[config.mk]
export PLATFORM = sky130hd
export DESIGN_NAME = hysteresis_alarm_warning_monitor_top
export DESIGN_NICKNAME = d
export VERILOG_FILES = /design/src/hw/rtl/hamw_pkg.sv /design/src/hw/rtl/hysteresis_alarm_warning_monitor_top.sv /design/src/hw/rtl/hamw_front.sv /design/src/hw/rtl/hamw_queue.sv /design/src/hw/rtl/hamw_back.sv
export SDC_FILE = /design/constraint.sdc
export NUM_CORES = 1
export LEC_CHECK = 0
export ABC_AREA = 1
export CAP_MARGIN = 25
export CELL_PAD_IN_SITES_DETAIL_PLACEMENT = 0
export CELL_PAD_IN_SITES_GLOBAL_PLACEMENT = 2
export CORE_MARGIN = 2
export CORE_UTILIZATION = 35
export DETAILED_ROUTE_END_ITERATION = 7
export DONT_BUFFER_PORTS = 1
export PLACE_DENSITY_LB_ADDON = 0.25
export RECOVER_POWER = 50
export SLEW_MARGIN = 5
export SYNTH_ARGS = -nofsm -noshare
export SYNTH_HDL_FRONTEND = slang
export SYNTH_HIERARCHICAL = 1
export SYNTH_SLANG_ARGS = --single-unit
export TNS_END_PERCENT = 30
[constraint.sdc]
create_clock -name clk -period 4.4 [get_ports clk]
set_input_delay 0.66 -clock clk [delete_from_list [all_inputs] [get_ports clk]]
set_output_delay 0.66 -clock clk [all_outputs]
set_load 0.02 [all_outputs]
[src/hw/rtl/hamw_pkg.sv]
// Shared types and constants of the hysteresis alarm/warning monitor
`default_nettype none
package hamw_pkg;

	localparam int LEVEL_W = 16;
	localparam int PACK_W  = 4;
	localparam int PNUM_W  = 5;
	localparam int CODE_W  = 3;
	localparam int CIDX_W  = 3;
	localparam int Q_DEPTH = 2;
	localparam int Q_AW    = (Q_DEPTH > 1) ? $clog2(Q_DEPTH) : 1;

	// configuration register indexes
	localparam logic [CIDX_W-1:0] REG_ALARM_SET  = 3'd0;
	localparam logic [CIDX_W-1:0] REG_ALARM_CLR  = 3'd1;
	localparam logic [CIDX_W-1:0] REG_WARN_SET   = 3'd2;
	localparam logic [CIDX_W-1:0] REG_WARN_CLR   = 3'd3;
	localparam logic [CIDX_W-1:0] REG_LOW_SIDE   = 3'd4;
	localparam logic [CIDX_W-1:0] REG_ALARM_CODE = 3'd5;

	// message class codes
	localparam logic CLASS_ALARM = 1'b0;
	localparam logic CLASS_WARN  = 1'b1;

	typedef enum logic [2:0] {
		ST_IDLE  = 3'b001,
		ST_WARN  = 3'b010,
		ST_ALARM = 3'b100
	} status_t;

	// one status change: optional leading alarm clear, then a final message
	typedef struct packed {
		logic [PNUM_W-1:0]  pack_number;
		logic [LEVEL_W-1:0] value;
		logic [CODE_W-1:0]  code;
		logic               lead_clr;
		logic               fin_class;
		logic               fin_set;
	} job_t;

endpackage
`default_nettype wire

[src/hw/rtl/hysteresis_alarm_warning_monitor_top.sv]
// Top level of the hysteresis alarm/warning monitor
//
// Input queue port: a reading (pack_index, reading) is taken on a clock edge
// with push high and full low. Result queue port: the oldest message sits on
// the result ports while empty is low and is taken on an edge with pop high.
// Configuration: cfg_valid/cfg_index/cfg_data write one register per edge;
// cfg_ready is always high. Write only while no reading is in flight.
// Each reading updates the per-pack status in the cycle it is taken and gives
// zero, one or two messages via the change queue and the single message
// output register, which sets the rate: one message per cycle while the
// receiver pops; a reading that causes two messages stays queued until its
// second is loaded, others flow at one per cycle. A two-entry change queue
// lets readings arrive while the receiver stalls; full rises once it fills.
// Reset clears all levels to zero (channel disabled), every pack to idle and
// not armed, and empties the queue and the output register.
`default_nettype none
module hysteresis_alarm_warning_monitor_top import hamw_pkg::*; #(
	parameter int NUM_PACKS = 16
) (
	input  wire logic                      clk,
	input  wire logic                      arst_n,
	input  wire logic                      cfg_valid,
	output logic                           cfg_ready,
	input  wire logic [CIDX_W-1:0]         cfg_index,
	input  wire logic [LEVEL_W-1:0]        cfg_data,
	input  wire logic                      push,
	output logic                           full,
	input  wire logic [PACK_W-1:0]         pack_index,
	input  wire logic signed [LEVEL_W-1:0] reading,
	output logic                           empty,
	input  wire logic                      pop,
	output logic                           message_class,
	output logic                           set_not_clear,
	output logic [CODE_W-1:0]              alarm_code_out,
	output logic [PNUM_W-1:0]              pack_number,
	output logic [LEVEL_W-1:0]             reported_value,
	output logic                           last_message
);

	logic q_full, q_push, rd_valid, rd_en;
	job_t q_job, rd_job;

	hamw_front #(.NUM_PACKS(NUM_PACKS)) u_front (
		.clk        (clk),
		.arst_n     (arst_n),
		.cfg_valid  (cfg_valid),
		.cfg_ready  (cfg_ready),
		.cfg_index  (cfg_index),
		.cfg_data   (cfg_data),
		.push       (push),
		.full       (full),
		.pack_index (pack_index),
		.reading    (reading),
		.q_full     (q_full),
		.q_push     (q_push),
		.q_job      (q_job)
	);

	hamw_queue u_queue (
		.clk      (clk),
		.arst_n   (arst_n),
		.wr_en    (q_push),
		.wr_job   (q_job),
		.q_full   (q_full),
		.rd_valid (rd_valid),
		.rd_en    (rd_en),
		.rd_job   (rd_job)
	);

	hamw_back u_back (
		.clk            (clk),
		.arst_n         (arst_n),
		.rd_valid       (rd_valid),
		.rd_job         (rd_job),
		.rd_en          (rd_en),
		.empty          (empty),
		.pop            (pop),
		.message_class  (message_class),
		.set_not_clear  (set_not_clear),
		.alarm_code_out (alarm_code_out),
		.pack_number    (pack_number),
		.reported_value (reported_value),
		.last_message   (last_message)
	);

endmodule
`default_nettype wire

[src/hw/rtl/hamw_front.sv]
// Front end: configuration registers, per-pack status and change classification
`default_nettype none
module hamw_front import hamw_pkg::*; #(
	parameter int NUM_PACKS = 16
) (
	input  wire logic                      clk,
	input  wire logic                      arst_n,
	input  wire logic                      cfg_valid,
	output logic                           cfg_ready,
	input  wire logic [CIDX_W-1:0]         cfg_index,
	input  wire logic [LEVEL_W-1:0]        cfg_data,
	input  wire logic                      push,
	output logic                           full,
	input  wire logic [PACK_W-1:0]         pack_index,
	input  wire logic signed [LEVEL_W-1:0] reading,
	input  wire logic                      q_full,
	output logic                           q_push,
	output job_t                           q_job
);

	localparam int PIDX_W = (NUM_PACKS > 1) ? $clog2(NUM_PACKS) : 1;

	logic signed [LEVEL_W-1:0] alarm_set_q, alarm_clr_q, warn_set_q, warn_clr_q;
	logic                      low_side_q;
	logic [CODE_W-1:0]         code_q;

	status_t status_q [NUM_PACKS];
	logic    armed_q  [NUM_PACKS];

	logic              accept, in_range, enabled, update;
	logic [PIDX_W-1:0] pidx;
	status_t           old_st, nxt_st;
	logic              old_arm, nxt_arm;
	logic              b_aset, b_aclr, b_wset, b_wclr;

	assign cfg_ready = 1'b1;
	assign full      = q_full;
	assign accept    = push && !q_full;

	always_ff @(posedge clk or negedge arst_n) begin
		if (!arst_n) begin
			alarm_set_q <= '0;
			alarm_clr_q <= '0;
			warn_set_q  <= '0;
			warn_clr_q  <= '0;
			low_side_q  <= 1'b0;
			code_q      <= '0;
		end else if (cfg_valid && cfg_ready) begin
			case (cfg_index)
				REG_ALARM_SET:  alarm_set_q <= cfg_data;
				REG_ALARM_CLR:  alarm_clr_q <= cfg_data;
				REG_WARN_SET:   warn_set_q  <= cfg_data;
				REG_WARN_CLR:   warn_clr_q  <= cfg_data;
				REG_LOW_SIDE:   low_side_q  <= cfg_data[0];
				REG_ALARM_CODE: code_q      <= cfg_data[CODE_W-1:0];
				default: ;
			endcase
		end
	end

	assign in_range = 32'(pack_index) < NUM_PACKS;
	assign enabled  = alarm_set_q != '0;
	assign pidx     = PIDX_W'(pack_index);
	assign old_st   = status_q[pidx];
	assign old_arm  = armed_q[pidx];

	assign b_aset = low_side_q ? (reading < alarm_set_q) : (reading > alarm_set_q);
	assign b_aclr = low_side_q ? (reading < alarm_clr_q) : (reading > alarm_clr_q);
	assign b_wset = low_side_q ? (reading < warn_set_q)  : (reading > warn_set_q);
	assign b_wclr = low_side_q ? (reading < warn_clr_q)  : (reading > warn_clr_q);

	always_comb begin
		nxt_st  = old_st;
		nxt_arm = old_arm;
		case (old_st)
			ST_IDLE: begin
				if (b_aset) begin
					nxt_st  = ST_ALARM;
					nxt_arm = 1'b1;
				end else if (b_aclr || b_wset) begin
					if (old_arm) nxt_st = ST_WARN;
				end else if (!b_wclr) begin
					nxt_arm = 1'b1;
				end
			end
			ST_WARN: begin
				if (b_aset) begin
					nxt_st  = ST_ALARM;
					nxt_arm = 1'b1;
				end else if (!(b_aclr || b_wset || b_wclr)) begin
					nxt_st  = ST_IDLE;
					nxt_arm = 1'b1;
				end
			end
			ST_ALARM: begin
				if (b_aset) begin
					nxt_arm = 1'b1;
				end else if (b_aclr) begin
					nxt_st = ST_ALARM;
				end else if (b_wset || b_wclr) begin
					nxt_st = old_arm ? ST_WARN : ST_IDLE;
				end else begin
					nxt_st  = ST_IDLE;
					nxt_arm = 1'b1;
				end
			end
			default: ;
		endcase
	end

	assign update = accept && in_range && enabled;

	always_ff @(posedge clk or negedge arst_n) begin
		if (!arst_n) begin
			for (int i = 0; i < NUM_PACKS; i++) begin
				status_q[i] <= ST_IDLE;
				armed_q[i]  <= 1'b0;
			end
		end else if (update) begin
			status_q[pidx] <= nxt_st;
			armed_q[pidx]  <= nxt_arm;
		end
	end

	assign q_push = update && (nxt_st != old_st);

	always_comb begin
		q_job.pack_number = PNUM_W'(pack_index) + PNUM_W'(1);
		q_job.value       = reading;
		q_job.code        = code_q;
		q_job.lead_clr    = (old_st == ST_ALARM) && (nxt_st != ST_ALARM);
		q_job.fin_class   = (nxt_st == ST_ALARM) ? CLASS_ALARM : CLASS_WARN;
		q_job.fin_set     = nxt_st != ST_IDLE;
	end

endmodule
`default_nettype wire

[src/hw/rtl/hamw_queue.sv]
// Short request queue between the front end and the message sequencer
`default_nettype none
module hamw_queue import hamw_pkg::*; (
	input  wire logic clk,
	input  wire logic arst_n,
	input  wire logic wr_en,
	input  wire job_t wr_job,
	output logic      q_full,
	output logic      rd_valid,
	input  wire logic rd_en,
	output job_t      rd_job
);

	job_t            mem [Q_DEPTH];
	logic [Q_AW-1:0] wr_ptr_q, rd_ptr_q;
	logic [Q_AW:0]   count_q;

	assign q_full   = count_q == (Q_AW+1)'(Q_DEPTH);
	assign rd_valid = count_q != '0;
	assign rd_job   = mem[rd_ptr_q];

	always_ff @(posedge clk) begin
		if (wr_en) mem[wr_ptr_q] <= wr_job;
	end

	always_ff @(posedge clk or negedge arst_n) begin
		if (!arst_n) begin
			wr_ptr_q <= '0;
			rd_ptr_q <= '0;
			count_q  <= '0;
		end else begin
			if (wr_en)
				wr_ptr_q <= (32'(wr_ptr_q) == Q_DEPTH - 1) ? '0 : wr_ptr_q + Q_AW'(1);
			if (rd_en)
				rd_ptr_q <= (32'(rd_ptr_q) == Q_DEPTH - 1) ? '0 : rd_ptr_q + Q_AW'(1);
			case ({wr_en, rd_en})
				2'b10:   count_q <= count_q + (Q_AW+1)'(1);
				2'b01:   count_q <= count_q - (Q_AW+1)'(1);
				default: ;
			endcase
		end
	end

endmodule
`default_nettype wire

[src/hw/rtl/hamw_back.sv]
// Back end: expands each queued change into one or two messages
`default_nettype none
module hamw_back import hamw_pkg::*; (
	input  wire logic          clk,
	input  wire logic          arst_n,
	input  wire logic          rd_valid,
	input  wire job_t          rd_job,
	output logic               rd_en,
	output logic               empty,
	input  wire logic          pop,
	output logic               message_class,
	output logic               set_not_clear,
	output logic [CODE_W-1:0]  alarm_code_out,
	output logic [PNUM_W-1:0]  pack_number,
	output logic [LEVEL_W-1:0] reported_value,
	output logic               last_message
);

	logic               out_valid_q, sub_q;
	logic               cls_q, set_q, last_q;
	logic [CODE_W-1:0]  code_q;
	logic [PNUM_W-1:0]  pnum_q;
	logic [LEVEL_W-1:0] value_q;
	logic               load, lead;

	// load the next message whenever the output slot is free or being taken
	assign load  = rd_valid && (!out_valid_q || pop);
	assign lead  = rd_job.lead_clr && !sub_q;
	assign rd_en = load && !lead;

	always_ff @(posedge clk or negedge arst_n) begin
		if (!arst_n) begin
			out_valid_q <= 1'b0;
			sub_q       <= 1'b0;
		end else begin
			if (load) begin
				out_valid_q <= 1'b1;
				sub_q       <= lead;
			end else if (pop) begin
				out_valid_q <= 1'b0;
			end
		end
	end

	always_ff @(posedge clk) begin
		if (load) begin
			cls_q   <= lead ? CLASS_ALARM : rd_job.fin_class;
			set_q   <= lead ? 1'b0 : rd_job.fin_set;
			last_q  <= !lead;
			code_q  <= rd_job.code;
			pnum_q  <= rd_job.pack_number;
			value_q <= rd_job.value;
		end
	end

	assign empty          = !out_valid_q;
	assign message_class  = cls_q;
	assign set_not_clear  = set_q;
	assign alarm_code_out = code_q;
	assign pack_number    = pnum_q;
	assign reported_value = value_q;
	assign last_message   = last_q;

endmodule
`default_nettype wire

==> impl_results.md <==
- Number of port buffers: 0
- GP Congestion: 0.835
- Routed Antenna Nets: 0
- Synth warnings: 6
- H-tree depth: 1
- Largest family of logic cells by synthesized area: simple AND/OR/NAND/NOR gates
- Placed cell count: 1670
- FILL cells: 3222
- Slowest cell on crit path: ha_1
- Fraction of registers with async set/reset: 63.0%
- Post-CTS Setup Bufs: 0
- Clk slew on worst S/H paths: 0.06 ns
- Vias: 7981
- CP max FO: 18
- Combinational power share: 25.6%
- Clk_skew: 0.0207 ns
- Slew margin rel.: 2.77%
- Levels on crit path: 23
- Family with the most delay on the worst path: simple AND/OR/NAND/NOR gates
- Maxcap violations: 0
- Worst reg2reg endpoint: u_queue/mem[1][9]$_DFFE_PP_
- Most frequent cells in the layout: 395 x nand2_1, 201 x inv_1, 128 x o21ai_0
- Crit-path max cell delay: 0.37 ns
- Post-Route Setup TNS: 0 ns
- Die area: 0.0339 mm2
- Slew @ Worst Pin: 1.46 ns
- Tcrit/Tclk final: 77.2%
- CTS tree: done
- Layout cells sized above 1: 8.11%
- Initial antenna violation count: 0
- Worst r2r path cells: 23
- #FFs+latches synth: 219
- Num rows: 65
- Power Internal: 4.82 mW
- Diode count: 0
- # resized after CTS: 0
- EDFF count, synth: 81
- Num CTS Buffers: 26
- Yosys cell types: 40
- Final min period: 3.40 ns
- Worst-Skew Late Latency: 0.54 ns
- Top_reg_cell synth: dfrtp_1
- Setup slack, reg-to-reg: 1.00 ns
- Sw power: 2.56 mW
- Mux cell area share after synthesis: 0%
- Die Width: 184 um
- Mean Syn Cell Area: 8.68 um2
- RR Startpoint: u_front/alarm_clr_q[15]$_DFFE_PN0P_
- Root Buffer: clkbuf_16
- Simple-gate share of the synthesized area: 19.6%
- Power density over the cells: 588 mW/mm2
- F_max: 294 MHz
- Critical Path AT: 3.62 ns
- Data required time of the critical path: 4.62 ns
- Worst vdd ir: 0.000275 V
- Sw Ratio: 34.7%
- WL/cell: 16.1 um
- Cells after Synth: 1307
- Worst Setup SP: u_front/alarm_clr_q[15]$_DFFE_PN0P_
- # setup viols final: 0
- Syn_nets: 1420
- Bufs and invs on worst path: 4
- Synthesized area: 0.0114 mm2
- Top cell by count, worst path: nand2_1
- Iteration-0 DRC Markers: 518
- First-pass GRT wire length: 44600 um
- Pleak: 6.03 nW
- Gr usage total: 17.0%
- Hold Path Class: in2async
- IO Pins: 74
- Initial core utilization: 35.8%
- Crit Path Category: reg2reg
- Largest net degree at the start of global routing: 136
- Total gr overflow: 0
- Register area share after synthesis: 52.0%
- Crit path launch type: register
- Hold WS: 0.0934 ns
- Flop pwr share: 45.5%
- Outcome: completed
- Die height: 184 um
- CP Cell Sequence: inv_1, ha_1, nand2_1, nor2_2, nand2_1, nor2_1, nand2_1, nand2_1, nor2_1, nand2_1, nand3_1, nand2_1, nand3_1, nand2_1, nand3_2, nand2_2, nand2_1, nand3_1, nand2_1, inv_1, nand2_1, inv_1, buf_4
- CP Capture Point: u_queue/mem[1][9]$_DFFE_PP_
- XOR/XNOR Fraction of Synth Area: 0.386%
- Core Region: 0.0317 mm2
- Area Growth Syn to Fin: 10.5%
- Drt total wl: 27600 um
- DP HPWL: 19700 um
- Hold Fails Final Rpt: 0
- Vias in the first global route: 7696
- RSZ-0062 raised after global routing: no
- Via-to-Cell Ratio: 4.64
- DR pass1 iterations: 5
- Remaining DRCs: 0
- CTS Sinks: 219
- Final Slew Violations: 0
- Adder-cell area share of the yosys netlist: 7.61%
- Clk network pwr share: 28.9%
- Post-route insts no fill: 1721
- Compound-cell area share of the yosys netlist: 10.6%
- Nets@finish: 1412
- CP Capture Type: register
- Total power: 7.38 mW
- Commonest non-fill, non-tap cell in the layout: nand2_1
- CTS max path bufs: 3
[synth_stat cells (all sizes together) (3+ instances only)]
cell	instances	area share (%)
nand3	42	2.1
or2	3	0.17
nand4	10	0.55
dfrtp	122	27
edfxtp	81	21
clkbuf	12	0.40
ha	69	7.6
o211ai	5	0.37
xor2	4	0.31
nand2	402	14
dfstp	16	3.7
inv	204	6.7
clkinv	3	0.099
o21ai	166	8.0
nor2	75	2.7
nor4	4	0.22
buf	37	2.6
a21oi	40	1.8
[power groups by stage]
stage                     registers, mW  clock network (mW)  logic, mW
after floorplan                    3.28                   0       1.49
after global placement             3.40                   0       1.84
after detailed placement           3.40                   0       1.86
after CTS                          3.37                2.21       1.90
after global routing               3.44                2.28       2.20
final                              3.35                2.13       1.89
[per-layer routing]
metal / wire [um] / track usage, % / share of wire [%] / up-vias
li1: - / - / - / 4153
met5: 0 / 0 / 0 / -
met2: 11200 / 25.0 / 40 / 134
met1: 14900 / 26.3 / 54 / 3656
met3: 1020 / 2.48 / 3.7 / 38
met4: 567 / 4.00 / 2.1 / 0
[worst min-delay path by stage]
stage | cells past startpoint | to | from
floorplan | 0 | u_back/out_valid_q$_DFFE_PN0P_ | arst_n
global placement | 0 | u_front/warn_clr_q[9]$_DFFE_PN0P_ | arst_n
detailed placement | 0 | u_front/warn_clr_q[9]$_DFFE_PN0P_ | arst_n
CTS | 1 | u_front/alarm_clr_q[1]$_DFFE_PN0P_ | arst_n
global route | 1 | u_front/alarm_clr_q[0]$_DFFE_PN0P_ | arst_n
finish | 1 | u_front/alarm_clr_q[0]$_DFFE_PN0P_ | arst_n
[kinds of logic after synthesis]
kind of cell | Yosys count
adders and majority gates | 69
and+or+nand+nor | 539
other | 1
xor gates and xnor gates | 5
AOI/OAI and AO/OA | 218
DFF | 219
buffers and inverters | 256
[state kept, by name (all words and copies together), names as in the netlist]
signal	flops
u_back/alarm_code_out	3
u_front/alarm_set_q	16
u_front/armed_q	16
u_front/alarm_clr_q	16
u_queue/count_q	2
u_queue/mem	54
u_queue/wr_ptr_q	1
u_queue/rd_ptr_q	1
u_back/last_message	1
u_back/reported_value	16
u_front/status_q	48
u_front/code_q	3
u_back/out_valid_q	1
u_back/pack_number	5
u_back/set_not_clear	1
u_back/sub_q	1
u_front/low_side_q	1
u_back/message_class	1
u_front/warn_set_q	16
u_front/warn_clr_q	16
[per-stage QoR]
stage	setup WS, ns	util [%]	cell area (um2)
final	1.00	39.5	12500
after detailed placement	0.704	36.7	11600
after global placement	0.695	36.5	11600
after CTS	0.957	39.5	12500
after global routing	0.608	39.5	12500
after floorplan	0.349	-	11400
[cell type report]
| type | instances | area [um2] | area share, % |
|---|---|---|---|
| inverters | 207 | 777 | 6.20 |
| repair buffers | 13 | 173 | 1.38 |
| flip-flops and latches | 219 | 5910 | 47.1 |
| well taps | 402 | 503 | 4.01 |
| clock inverters | 11 | 120 | 0.958 |
| multi-input cells | 832 | 4320 | 34.5 |
| clock buffers | 37 | 742 | 5.92 |
[repair_timing]
item	4_1_cts	5_1_grt
endpoints found under the hold margin	135	0
hold buffers	2	0
endpoints found under the setup margin	0	0
No activity file was read; power rests on OpenSTA's default activity.
